--- src/design/crc_dfr_pkg.sv ---
`timescale 1ns / 1ps
// ----------------------------------------------------------------------------
// crc_dfr_pkg
// shared constants, status codes, result type and crc-16 byte updates for the
// sync-delimited frame deframer
// ----------------------------------------------------------------------------
package crc_dfr_pkg;

  // content buffer limit and derived counter width
  localparam int MaxContent = 2048;
  localparam int CntW       = $clog2(MaxContent + 1);

  // frame layout
  localparam int FrameLimit = 2048;
  localparam int HdrBytes   = 6;
  localparam int Overhead   = 8;
  localparam int LenW       = 16;
  localparam int TotW       = LenW + 1;
  localparam int OffW       = ((CntW > LenW) ? CntW : LenW) + 1;

  localparam logic [7:0] ByteCr = 8'h0D;
  localparam logic [7:0] ByteLf = 8'h0A;

  // configuration register indexes
  localparam int          AddrW        = 4;
  localparam logic [1:0] RegSyncFirst  = 2'd0;
  localparam logic [1:0] RegSyncSecond = 2'd1;
  localparam logic [1:0] RegCrcMsb     = 2'd2;

  // item kinds
  localparam logic KindPayload = 1'b0;
  localparam logic KindEnd     = 1'b1;

  // end of frame status codes
  localparam logic [2:0] StGood       = 3'd0;
  localparam logic [2:0] StEmpty      = 3'd1;
  localparam logic [2:0] StCrc        = 3'd2;
  localparam logic [2:0] StId         = 3'd3;
  localparam logic [2:0] StShort      = 3'd4;
  localparam logic [2:0] StIncomplete = 3'd5;
  localparam logic [2:0] StOversize   = 3'd6;
  localparam logic [2:0] StOverflow   = 3'd7;

  typedef struct packed {
    logic        out_kind;
    logic [7:0]  payload_byte;
    logic [31:0] frame_node_id;
    logic [2:0]  frame_status;
    logic [15:0] payload_length;
    logic [31:0] good_frames;
    logic [31:0] error_frames;
  } res_t;

  // reflected ccitt, poly 0x8408, one byte
  function automatic logic [15:0] crc_refl_byte(input logic [15:0] crc,
                                                 input logic [7:0]  b);
    logic [15:0] c;
    c = crc ^ {8'h00, b};
    for (int i = 0; i < 8; i++) begin
      c = c[0] ? ((c >> 1) ^ 16'h8408) : (c >> 1);
    end
    return c;
  endfunction

  // msb-first ccitt, poly 0x1021, one byte
  function automatic logic [15:0] crc_msb_byte(input logic [15:0] crc,
                                                input logic [7:0]  b);
    logic [15:0] c;
    c = crc ^ {b, 8'h00};
    for (int i = 0; i < 8; i++) begin
      c = c[15] ? ((c << 1) ^ 16'h1021) : (c << 1);
    end
    return c;
  endfunction

endpackage

--- src/design/crc_dfr_intf.sv ---
`timescale 1ns / 1ps
// ----------------------------------------------------------------------------
// crc_dfr_in_if / crc_dfr_out_if
// valid/ready channels carrying received bytes in and deframed items out
// ----------------------------------------------------------------------------
interface crc_dfr_in_if;
  logic       valid;
  logic       ready;
  logic       op;
  logic [7:0] rx_byte;

  modport source (output valid, output op, output rx_byte, input ready);
  modport sink   (input valid, input op, input rx_byte, output ready);
endinterface

interface crc_dfr_out_if;
  logic        valid;
  logic        ready;
  logic        out_kind;
  logic [7:0]  payload_byte;
  logic [31:0] frame_node_id;
  logic [2:0]  frame_status;
  logic [15:0] payload_length;
  logic [31:0] good_frames;
  logic [31:0] error_frames;

  modport source (output valid, output out_kind, output payload_byte,
                  output frame_node_id, output frame_status,
                  output payload_length, output good_frames,
                  output error_frames, input ready);
  modport sink   (input valid, input out_kind, input payload_byte,
                  input frame_node_id, input frame_status,
                  input payload_length, input good_frames,
                  input error_frames, output ready);
endinterface

--- src/design/crc_frame_deframer.sv ---
`timescale 1ns / 1ps
// ----------------------------------------------------------------------------
// crc_frame_deframer
// byte-serial deframer for sync-delimited, crc-16 checked frames: hunts the
// two sync bytes, collects content up to cr lf, forwards payload bytes and
// reports a status item on overflow and at each non-empty frame tail
// ----------------------------------------------------------------------------
//  channel  dir  handshake          payload
//  in_i     in   valid/ready        op, rx_byte
//  out_o    out  valid/ready        out_kind, payload_byte, frame_node_id,
//                                   frame_status, payload_length,
//                                   good_frames, error_frames
//  apb      in   psel/penable       paddr, pwdata, prdata (pready tied high)
//
//  one item per cycle unless stalled: each byte is parsed, the crc updated
//  in the cycle it is accepted, the result registered at the accepting
//  edge into a two-entry output buffer and offered on out_o from its head
//  in ready depends only on the buffer's second entry, so a stalled output
//  never blocks a byte combinationally; a full buffer holds input off
//  reset clears parser, bound id, counters and configuration registers
// ----------------------------------------------------------------------------
module crc_frame_deframer import crc_dfr_pkg::*; (
  input  logic                clk_i,
  input  logic                rst_ni,
  crc_dfr_in_if.sink          in_i,
  crc_dfr_out_if.source       out_o,
  input  logic                psel,
  input  logic                penable,
  input  logic                pwrite,
  input  logic [AddrW-1:0]    paddr,
  input  logic [31:0]         pwdata,
  output logic [31:0]         prdata,
  output logic                pready
);

  // hunt phase codes
  localparam logic [1:0] PhHunt1 = 2'd0;
  localparam logic [1:0] PhHunt2 = 2'd1;
  localparam logic [1:0] PhBody  = 2'd2;

  // configuration
  logic [7:0] sync_first_q, sync_second_q;
  logic       crc_msb_q;
  logic       cfg_wr;
  logic [1:0] cfg_idx;

  // parser state
  logic [1:0]      phase_q, phase_d;
  logic [CntW-1:0] cnt_q, cnt_d;
  logic            saw_cr_q, saw_cr_d;
  logic [31:0]     id_q, id_d;
  logic [15:0]     len_q, len_d;
  logic [15:0]     crc_q, crc_d;
  logic [15:0]     crc_rx_q, crc_rx_d;
  logic [31:0]     bound_q, bound_d;
  logic [31:0]     good_q, good_d;
  logic [31:0]     err_q, err_d;

  // datapath helpers
  logic            accept;
  logic [7:0]      b;
  logic [15:0]     crc_upd;
  logic [CntW-1:0] clen;
  logic [TotW-1:0] total;
  logic [OffW-1:0] off;
  logic [OffW-1:0] tail_off;
  logic            has_res;
  res_t            res;

  // output buffer: head entry drives the port, second entry absorbs a stall
  res_t            head_q, skid_q;
  logic            head_vld_q, skid_vld_q;
  logic            pop;

  // --------------------------------------------------------------------------
  // apb register port
  // --------------------------------------------------------------------------
  assign pready  = 1'b1;
  assign cfg_idx = paddr[3:2];
  assign cfg_wr  = psel & penable & pwrite;

  always_comb begin
    case (cfg_idx)
      RegSyncFirst:  prdata = {24'h0, sync_first_q};
      RegSyncSecond: prdata = {24'h0, sync_second_q};
      RegCrcMsb:     prdata = {31'h0, crc_msb_q};
      default:       prdata = 32'h0;
    endcase
  end

  always_ff @(posedge clk_i or negedge rst_ni) begin
    if (!rst_ni) begin
      sync_first_q  <= 8'h00;
      sync_second_q <= 8'h00;
      crc_msb_q     <= 1'b0;
    end else if (cfg_wr) begin
      case (cfg_idx)
        RegSyncFirst:  sync_first_q  <= pwdata[7:0];
        RegSyncSecond: sync_second_q <= pwdata[7:0];
        RegCrcMsb:     crc_msb_q     <= pwdata[0];
        default:       ;
      endcase
    end
  end

  // --------------------------------------------------------------------------
  // parser
  // --------------------------------------------------------------------------
  assign in_i.ready = ~skid_vld_q;
  assign accept     = in_i.valid & ~skid_vld_q;
  assign b          = in_i.rx_byte;

  // crc of the running value with this byte, in the configured bit order
  assign crc_upd = crc_msb_q ? crc_msb_byte(crc_q, b) : crc_refl_byte(crc_q, b);

  // content length excluding the cr of the tail
  assign clen  = cnt_q - CntW'(1);
  // whole frame as declared: header, payload, crc
  assign total = TotW'(HdrBytes) + TotW'(len_q) + TotW'(2);
  // position past the header and past the payload
  assign off      = OffW'(cnt_q) - OffW'(HdrBytes);
  assign tail_off = off - OffW'(len_q);

  always_comb begin
    phase_d  = phase_q;
    cnt_d    = cnt_q;
    saw_cr_d = saw_cr_q;
    id_d     = id_q;
    len_d    = len_q;
    crc_d    = crc_q;
    crc_rx_d = crc_rx_q;
    bound_d  = bound_q;
    good_d   = good_q;
    err_d    = err_q;
    has_res  = 1'b0;
    res.out_kind       = KindPayload;
    res.payload_byte   = 8'h00;
    res.frame_node_id  = id_q;
    res.frame_status   = StGood;
    res.payload_length = len_q;
    res.good_frames    = good_q;
    res.error_frames   = err_q;

    if (accept) begin
      if (in_i.op) begin
        // flush on connect or disconnect, counters and bound id kept
        phase_d  = PhHunt1;
        cnt_d    = '0;
        saw_cr_d = 1'b0;
        id_d     = '0;
        len_d    = '0;
        crc_d    = '0;
        crc_rx_d = '0;
      end else begin
        case (phase_q)
          PhHunt1: begin
            if (b == sync_first_q) phase_d = PhHunt2;
          end
          PhHunt2: begin
            if (b == sync_second_q) begin
              phase_d  = PhBody;
              cnt_d    = '0;
              saw_cr_d = 1'b0;
              id_d     = '0;
              len_d    = '0;
              crc_d    = '0;
              crc_rx_d = '0;
            end else if (b == sync_first_q) begin
              // a failed second byte may itself open a new frame
              phase_d = PhHunt2;
            end else begin
              phase_d = PhHunt1;
            end
          end
          PhBody: begin
            if (saw_cr_q && (b == ByteLf)) begin
              // tail reached: judge the frame
              phase_d  = PhHunt1;
              cnt_d    = '0;
              saw_cr_d = 1'b0;
              id_d     = '0;
              len_d    = '0;
              crc_d    = '0;
              crc_rx_d = '0;
              if (clen != '0) begin
                has_res          = 1'b1;
                res.out_kind     = KindEnd;
                if (clen < CntW'(Overhead)) begin
                  res.frame_status = StShort;
                  err_d            = (&err_q) ? err_q : err_q + 32'd1;
                end else if (TotW'(clen) < total) begin
                  res.frame_status = StIncomplete;
                  err_d            = (&err_q) ? err_q : err_q + 32'd1;
                end else if (total > TotW'(FrameLimit)) begin
                  res.frame_status = StOversize;
                  err_d            = (&err_q) ? err_q : err_q + 32'd1;
                end else if (crc_q != crc_rx_q) begin
                  res.frame_status = StCrc;
                  err_d            = (&err_q) ? err_q : err_q + 32'd1;
                end else if ((bound_q != 32'h0) && (id_q != bound_q)) begin
                  // foreign node, not counted
                  res.frame_status = StId;
                end else begin
                  // first good frame with a nonzero id binds the node id
                  bound_d          = id_q;
                  good_d           = (&good_q) ? good_q : good_q + 32'd1;
                  res.frame_status = (len_q == 16'h0) ? StEmpty : StGood;
                end
                res.good_frames  = good_d;
                res.error_frames = err_d;
              end
            end else if (cnt_q >= CntW'(MaxContent)) begin
              // content buffer full: drop the byte and hunt again
              has_res          = 1'b1;
              res.out_kind     = KindEnd;
              res.frame_status = StOverflow;
              phase_d          = PhHunt1;
              cnt_d            = '0;
              saw_cr_d         = 1'b0;
              id_d             = '0;
              len_d            = '0;
              crc_d            = '0;
              crc_rx_d         = '0;
            end else begin
              cnt_d    = cnt_q + CntW'(1);
              saw_cr_d = (b == ByteCr);
              if (cnt_q < CntW'(4)) begin
                // node id, big-endian
                id_d  = {id_q[23:0], b};
                crc_d = crc_upd;
              end else if (cnt_q < CntW'(HdrBytes)) begin
                // payload length, big-endian
                len_d = {len_q[7:0], b};
                crc_d = crc_upd;
              end else if (off < OffW'(len_q)) begin
                // payload byte, forwarded at once
                crc_d            = crc_upd;
                has_res          = 1'b1;
                res.payload_byte = b;
              end else if (tail_off < OffW'(2)) begin
                // received crc, big-endian; later bytes are ignored
                crc_rx_d = {crc_rx_q[7:0], b};
              end
            end
          end
          default: phase_d = PhHunt1;
        endcase
      end
    end
  end

  always_ff @(posedge clk_i or negedge rst_ni) begin
    if (!rst_ni) begin
      phase_q  <= PhHunt1;
      cnt_q    <= '0;
      saw_cr_q <= 1'b0;
      id_q     <= '0;
      len_q    <= '0;
      crc_q    <= '0;
      crc_rx_q <= '0;
      bound_q  <= '0;
      good_q   <= '0;
      err_q    <= '0;
    end else begin
      phase_q  <= phase_d;
      cnt_q    <= cnt_d;
      saw_cr_q <= saw_cr_d;
      id_q     <= id_d;
      len_q    <= len_d;
      crc_q    <= crc_d;
      crc_rx_q <= crc_rx_d;
      bound_q  <= bound_d;
      good_q   <= good_d;
      err_q    <= err_d;
    end
  end

  // --------------------------------------------------------------------------
  // output buffer
  // --------------------------------------------------------------------------
  assign pop = head_vld_q & out_o.ready;

  always_ff @(posedge clk_i or negedge rst_ni) begin
    if (!rst_ni) begin
      head_vld_q <= 1'b0;
      skid_vld_q <= 1'b0;
    end else begin
      if (skid_vld_q) begin
        // full: only a pop can happen
        if (pop) begin
          skid_vld_q <= 1'b0;
        end
      end else if (has_res) begin
        if (!head_vld_q || pop) begin
          head_vld_q <= 1'b1;
        end else begin
          skid_vld_q <= 1'b1;
        end
      end else if (pop) begin
        head_vld_q <= 1'b0;
      end
    end
  end

  always_ff @(posedge clk_i) begin
    if (skid_vld_q) begin
      if (pop) head_q <= skid_q;
    end else if (has_res) begin
      if (!head_vld_q || pop) begin
        head_q <= res;
      end else begin
        skid_q <= res;
      end
    end
  end

  assign out_o.valid          = head_vld_q;
  assign out_o.out_kind       = head_q.out_kind;
  assign out_o.payload_byte   = head_q.payload_byte;
  assign out_o.frame_node_id  = head_q.frame_node_id;
  assign out_o.frame_status   = head_q.frame_status;
  assign out_o.payload_length = head_q.payload_length;
  assign out_o.good_frames    = head_q.good_frames;
  assign out_o.error_frames   = head_q.error_frames;

endmodule
--- src/flat_wrapper.sv ---
// flat-port wrapper written by rule: the top's interface ports become plain ports
module crc_frame_deframer_flat import crc_dfr_pkg::*;
  (clk_i, rst_ni, psel, penable, pwrite, paddr, pwdata, prdata, pready, in_i_valid, in_i_op, in_i_rx_byte, in_i_ready, out_o_valid, out_o_out_kind, out_o_payload_byte, out_o_frame_node_id, out_o_frame_status, out_o_payload_length, out_o_good_frames, out_o_error_frames, out_o_ready);
  crc_dfr_in_if in_i_i ();
  crc_dfr_out_if out_o_i ();
  input  logic clk_i;
  input  logic rst_ni;
  input  logic psel;
  input  logic penable;
  input  logic pwrite;
  input  logic [AddrW-1:0] paddr;
  input  logic [31:0] pwdata;
  output logic [31:0] prdata;
  output logic pready;
  input wire logic [$bits(in_i_i.valid)-1:0] in_i_valid;
  input wire logic [$bits(in_i_i.op)-1:0] in_i_op;
  input wire logic [$bits(in_i_i.rx_byte)-1:0] in_i_rx_byte;
  output wire logic [$bits(in_i_i.ready)-1:0] in_i_ready;
  output wire logic [$bits(out_o_i.valid)-1:0] out_o_valid;
  output wire logic [$bits(out_o_i.out_kind)-1:0] out_o_out_kind;
  output wire logic [$bits(out_o_i.payload_byte)-1:0] out_o_payload_byte;
  output wire logic [$bits(out_o_i.frame_node_id)-1:0] out_o_frame_node_id;
  output wire logic [$bits(out_o_i.frame_status)-1:0] out_o_frame_status;
  output wire logic [$bits(out_o_i.payload_length)-1:0] out_o_payload_length;
  output wire logic [$bits(out_o_i.good_frames)-1:0] out_o_good_frames;
  output wire logic [$bits(out_o_i.error_frames)-1:0] out_o_error_frames;
  input wire logic [$bits(out_o_i.ready)-1:0] out_o_ready;
  assign in_i_i.valid = in_i_valid;
  assign in_i_i.op = in_i_op;
  assign in_i_i.rx_byte = in_i_rx_byte;
  assign in_i_ready = in_i_i.ready;
  assign out_o_valid = out_o_i.valid;
  assign out_o_out_kind = out_o_i.out_kind;
  assign out_o_payload_byte = out_o_i.payload_byte;
  assign out_o_frame_node_id = out_o_i.frame_node_id;
  assign out_o_frame_status = out_o_i.frame_status;
  assign out_o_payload_length = out_o_i.payload_length;
  assign out_o_good_frames = out_o_i.good_frames;
  assign out_o_error_frames = out_o_i.error_frames;
  assign out_o_i.ready = out_o_ready;
  crc_frame_deframer u_core (.clk_i(clk_i), .rst_ni(rst_ni), .in_i(in_i_i), .out_o(out_o_i), .psel(psel), .penable(penable), .pwrite(pwrite), .paddr(paddr), .pwdata(pwdata), .prdata(prdata), .pready(pready));
endmodule
--- config.mk ---
export PLATFORM = sky130hd
export DESIGN_NAME = crc_frame_deframer_flat
export DESIGN_NICKNAME = d
export VERILOG_FILES = /design/src/design/crc_dfr_pkg.sv /design/src/design/crc_dfr_intf.sv /design/src/design/crc_frame_deframer.sv /design/src/flat_wrapper.sv
export SDC_FILE = /design/constraint.sdc
export NUM_CORES = 1
export LEC_CHECK = 0
export BUFFER_PORTS_ARGS = -buffer_cell sky130_fd_sc_hd__buf_2
export CAP_MARGIN = 20
export CORE_UTILIZATION = 40
export CTS_CLUSTER_SIZE = 25
export DETAILED_ROUTE_END_ITERATION = 10
export GPL_TIMING_DRIVEN = 0
export SLEW_MARGIN = 20
export SYNTH_ARGS = -nofsm -noshare
export SYNTH_HDL_FRONTEND = slang
export SYNTH_SLANG_ARGS = --single-unit
--- constraint.sdc ---
create_clock -name clk_i -period 40.6 [get_ports clk_i]
set_input_delay 8.12 -clock clk_i [delete_from_list [all_inputs] [get_ports clk_i]]
set_output_delay 8.12 -clock clk_i [all_outputs]
set_load 0.01 [all_outputs]
# Yosys cells after proc, flatten, opt, wreduce, memory -nomap -nowiden
# Cells that the tools add are included.
[word_totals]
ff_bits = 458
input_bits = 52
out_inout_bits = 159
word_cells = 247
[classes]
n_addsub = 8
magnitude_cmp = 8
eq_ne = 22
n_mux = 121
bitwise_logic = 30
n_reduce_logical = 29
[op_table]
columns = ["op", "n"]
rows = [
  ["32-bit two-way mux", 16],
  ["124-bit two-way mux", 4],
  ["16-bit two-way mux", 28],
  ["64-bit two-way mux", 5],
  ["13-bit two-way mux", 8],
  ["16-bit one-hot mux with 2 select lines", 3],
  ["32-bit by 1-bit adder with 32-bit output, second input constant", 2],
  ["32-bit one-hot mux with 2 select lines", 1],
  ["32-bit AND reduction", 2],
  ["12-bit two-way mux", 4],
  ["8-bit two-way mux", 5],
  ["3-bit two-way mux", 11],
  ["32-bit inequality test", 1],
  ["32-bit nonzero test", 1],
  ["9-bit two-way mux", 3],
  ["12-bit by 3-bit less-than comparator with 1-bit output, second input constant", 2],
  ["1-bit two-way mux", 24],
  ["2-bit inverter with 3-bit output", 8],
  ["3-bit inverter", 8],
  ["12-bit one-hot mux with 2 select lines", 1],
  ["8-bit one-hot mux with 3 select lines", 1],
  ["17-bit by 2-bit adder with 17-bit output, second input constant", 1],
  ["3-bit by 16-bit adder with 17-bit output, first input constant", 1],
  ["17-bit by 12-bit greater-than comparator with 1-bit output, second input constant", 1],
  ["41 further kinds", 77],
]

# Logic depth before layout (Yosys ltp)
[logic_depth]
word_depth = 25
ltp_mapped = 18
mapped_depth_nobuf = 15

# Worst setup path after synthesis
# OpenSTA, ideal clock, no wires.
[synth_path]
path_kind = "input -> register"
startpoint = "in in_i_rx_byte[3]"
endpoint = "reg u_core.skid_q[0] in the netlist's numbering (enable)"
setup_time_ns = 0.787
t_arrival_ns = 18.395
t_required_ns = 39.813
setup_slack_ns = 21.418
stages = 8
n_path_buf = 2
path_cell_list = "clkbuf_1 > nor3b_1 > and3_1 > clkbuf_1 > nor2_1 > nor2b_1 > a31oi_1 > nor3b_1"
[synth_between]
elab_chain_len = 7
[synth_lines]
columns = ["item", "line", "source"]
rows = [
  ["from (decl)", "flat_wrapper.sv:17", "input wire logic [$bits(in_i_i.rx_byte)-1:0] in_i_rx_byte;"],
  ["8-bit by 4-bit == test with 1-bit output", "crc_frame_deframer.sv:176", "if (saw_cr_q && (b == ByteLf)) begin"],
  ["1-bit logical AND", "crc_frame_deframer.sv:176", ""],
  ["1-bit two-way mux", "crc_frame_deframer.sv:176", ""],
  ["1-bit two-way mux", "crc_frame_deframer.sv:155", "case (phase_q)"],
  ["1-bit two-way mux", "crc_frame_deframer.sv:145", "if (in_i.op) begin"],
  ["1-bit two-way mux", "crc_frame_deframer.sv:144", "if (accept) begin"],
  ["3-bit AND reduction (no source line)", "--", ""],
  ["to (signal assigned)", "crc_frame_deframer.sv:312", "skid_q <= res;"],
  ["to (decl)", "crc_frame_deframer.sv:71", "res_t head_q, skid_q;"],
]
# Every way passes these cells.
# A chain may end at the register's enable or synchronous reset.

# Worst setup path after layout
[layout_path]
startpoint = "in paddr[2]"
endpoint = "out prdata[0]"
[layout_between]
elab_chain_len = 2
word_cells_on_any_way = 4
cone_classes = "2 x eq/ne; 1 x mux; 1 x reduce/logical"
[layout_lines]
columns = ["item", "line", "source"]
rows = [
  ["from (decl)", "flat_wrapper.sv:11", "input logic [AddrW-1:0] paddr;"],
  ["2-bit == test, or another cell as far along", "crc_frame_deframer.sv:83", "case (cfg_idx)"],
  ["8-bit one-hot mux with 3 select lines *", "crc_frame_deframer.sv:83", ""],
  ["to (decl)", "flat_wrapper.sv:13", "output logic [31:0] prdata;"],
]
# Every way passes the cells marked *; elsewhere a longest branch is shown, timed or not.

==> results.md <==
- Critical path class: in -> out
- Status: complete, no violations
- Setup violators final: 0
- Max-cap violations: 0
- Top post-synthesis cells by area: edfxtp_1 34%, dfrtp_1 24%, mux2_2 7.6%
- Post CTS Setup Buffer Count: 0
- Gr ovfl total: 0
- Drt first-iter violations: 1,180
- CP required: 32.48 ns
- H-tree levels: 2
- Layout Cells excl Fill: 2,812
- Clock skew: 0.0187 ns
- Clk sink count: 458
- Placeable Area: 0.0542 sq mm
- Placed Cells: 2,718
- Mapped cell area: 0.0221 sq mm
- Via/cell ratio: 5.21
- Register area share after synthesis: 57.4%
- Hold buffers post-CTS: 0
- Worst slew pin tran: 0.924 ns
- Largest area contributor in the netlist: edfxtp_1
- Initial antenna violation count: 0
- Fin crit period: 17.50 ns
- Final slew viol count: 0
- Routed WL per cell: 18.6 um
- Top cell type's share of synthesized area: 33.6%
- Remaining DRCs: 0
- Worst-path cell chain: buf_2 -> buf_1 -> mux2i_1 -> o21ai_0 -> buf_2
- CTS tree: built
- LEAKAGE: 10.3 nW
- Synth Flop Type: edfxtp_1
- Avg Cell Area, Syn: 12.2 sq um
- Initial core utilization: 40.8%
- CP startpoint kind: input port
- Clk pin slew, worst setup/hold paths: 0.06 ns
- Gp weighted congestion: 0.891
- Max Root-Sink Buffers: 3
- Final net count: 2,164
- CTS Buf Count: 50
- Syn Inst Count: 1,822
- Layout cell share with drive strength beyond 1: 21.5%
- Io pins: 211
- Diode count: 0
- PortBufs: 151
- DRT Wirelength: 52,300 um
- RSZ-0062 raised after global routing: false
- Worst vdd ir: 0.0000302 V
- Post-synth EDFFs: 248
- Min-delay worst type: reg -> reg
- Vias in the first global route: 14,900
- Chip Height: 237 um
- Hold violation count in the final report: 0
- CP endpoint kind: primary output
- Synth async-reset ratio: 45.9%
- Critical Path Slowest Stage Cell: buf_1
- Die area: 0.0563 sq mm
- FF+latch count, synth: 458
- CP peak stage delay: 0.54 ns
- Root Driver: clkbuf_16
- First drt pass iteration count: 5
- Tot GR Track Use: 18.8%
- Total power: 0.982 mW
- Max frequency: 57.1 MHz
- Crit-path most repeated cell: buf_2
- Largest net degree at the start of global routing: 90
- CTS resizes: 0
- Final worst-path cycle share: 43.1%
- Post-route ant nets: 0
- Worst hold margin: 0.454 ns
- Die X: 237 um
- Slew HR: 37.9%
- Post-DP HPWL: 38,000 um
- Global-route wire length before repair: 84,100 um
- CP arrival: 9.38 ns
- Synth-to-Final Area Change: 16.5%
- Worst Path Max Fanout: 10
- Distinct cells, synth: 72
- Fill count: 4,936
- Final TNS setup: 0 ns
- Row cnt: 85
- Yosys Warn Count: 0
- Power density cells: 38.0 mW/mm^2
- Clk_lat worst skew: 0.59 ns
- Routed vias: 14,600
[routing by layer]
| layer | wire length (um) | GRT usage [%] |
|---|---|---|
| met1 | 24300 | 26.4 |
| met2 | 24400 | 30.1 |
| met3 | 2480 | 3.23 |
| met4 | 1110 | 4.89 |
| met5 | 0 | 0 |
[logic make-up (layout without fill, tap and decap cells)]
logic type	Yosys count	after routing	synth area share, %
other	2	25	0.0339
AO/OA/AOI/OAI	228	228	6.47
adder cells (fa/ha/maj)	38	38	2.18
AND/OR/NAND/NOR	506	506	11.3
XOR/XNOR	266	266	10.6
buffers and inverters	143	414	2.98
flip-flops	458	458	57.4
multiplexers	181	181	9.07
[Yosys cell counts (all sizes together), types with 6 or more instances]
| cell type | instances |
|---|---|
| a21o | 18 |
| a21oi | 33 |
| and2 | 15 |
| and3 | 30 |
| and4 | 8 |
| buf | 42 |
| clkbuf | 73 |
| dfrtp | 210 |
| edfxtp | 248 |
| ha | 37 |
| inv | 28 |
| mux2 | 152 |
| mux2i | 29 |
| nand2 | 203 |
| nand2b | 14 |
| nand3 | 33 |
| nand4 | 38 |
| nor2 | 59 |
| nor2b | 7 |
| nor3 | 42 |
| nor3b | 11 |
| nor4 | 24 |
| o21ai | 104 |
| o31ai | 25 |
| or3 | 6 |
| xnor2 | 167 |
| xor2 | 98 |
[registers in the layout, indices dropped and copies added (netlist names), 16 cells and up]
register / cells
u_core.err_q: 32
u_core.crc_q: 16
u_core.out_o.payload_length: 16
u_core.id_q: 32
u_core.good_q: 32
u_core.skid_q: 124
u_core.out_o.error_frames: 32
u_core.out_o.good_frames: 32
u_core.len_q: 16
u_core.crc_rx_q: 16
u_core.bound_q: 32
u_core.out_o.frame_node_id: 32
[area by class of cell]
class | instances | area (sq um) | area share, %
clock inverters | 27 | 239 | 0.926
flip-flops and latches | 458 | 12700 | 49.2
repair buffers | 177 | 1060 | 4.13
plain buffers | 115 | 556 | 2.15
well taps | 696 | 871 | 3.37
multi-input cells | 1244 | 8890 | 34.4
inverters | 28 | 105 | 0.407
clock buffers | 67 | 1390 | 5.38
[metrics by stage]
| step | utilization (%) | worst slack, ns | cell area, sq um |
|---|---|---|---|
| after detailed placement | 44.6 | 23.03 | 24200 |
| final | 47.6 | 23.10 | 25800 |
| after CTS | 47.6 | 23.02 | 25800 |
| after global routing | 47.6 | 22.93 | 25800 |
| after global placement | 44.0 | 15.94 | 23900 |
| after floorplan | - | 21.42 | 22200 |
[worst paths after layout]
check | startpoint | to | slack (ns) | cells after the start
setup / recovery | paddr[2] | prdata[0] | 23.10 | 5
hold / removal | u_core.len_q[8]$_DFFE_PN0P_ | u_core.skid_q[72]$_DFFE_PP_ | 0.45 | 0
setup reg to reg | u_core.cnt_q[4]$_DFFE_PN0P_ | u_core.skid_q[24]$_DFFE_PP_ | 34.95 | 18
hold reg to reg | u_core.len_q[8]$_DFFE_PN0P_ | u_core.skid_q[72]$_DFFE_PP_ | 0.45 | 0
max in group asynchronous | rst_ni | u_core.id_q[3]$_DFFE_PN0P_ | 32.35 | 2
min in group asynchronous | rst_ni | u_core.sync_second_q[1]$_DFFE_PN0P_ | 7.42 | 1
[power by group]
| part | internal (mW) | total [mW] | switching (mW) | leakage [nW] |
|---|---|---|---|---|
| Combinational | 0.0153 | 0.0373 | 0.0220 | 4.62 |
| Sequential | 0.491 | 0.495 | 0.00402 | 4.85 |
| Clock | 0.260 | 0.450 | 0.190 | 0.797 |
| Total | 0.766 | 0.982 | 0.216 | 10.3 |
[worst max-delay path: cells and delay by family]
kind            cells  cell delay [ns]
compound gates      1             0.26
mux                 1             0.16
buf+inv             3             0.84
[layout by cell type, fill, tap and decap left out, drive strengths merged, types with 4 or more instances in the layout]
cell	count
nor3b	11
a31oi	5
o21ai	104
ha	37
nand2	203
nor2b	7
nand4	38
or3	6
edfxtp	248
nor4	24
clkbuf	140
nor2	59
nor3	42
a211o	4
and4	8
and3	30
conb	25
dfrtp	210
a21o	18
nand3	33
a21oi	33
inv	29
xnor2	167
nand2b	14
a211oi	5
o31ai	25
mux2	152
xor2	98
or4	4
o211ai	5
clkinv	21
buf	219
o21bai	5
mux2i	29
and2	15
Power figures use the tool's default switching activity.
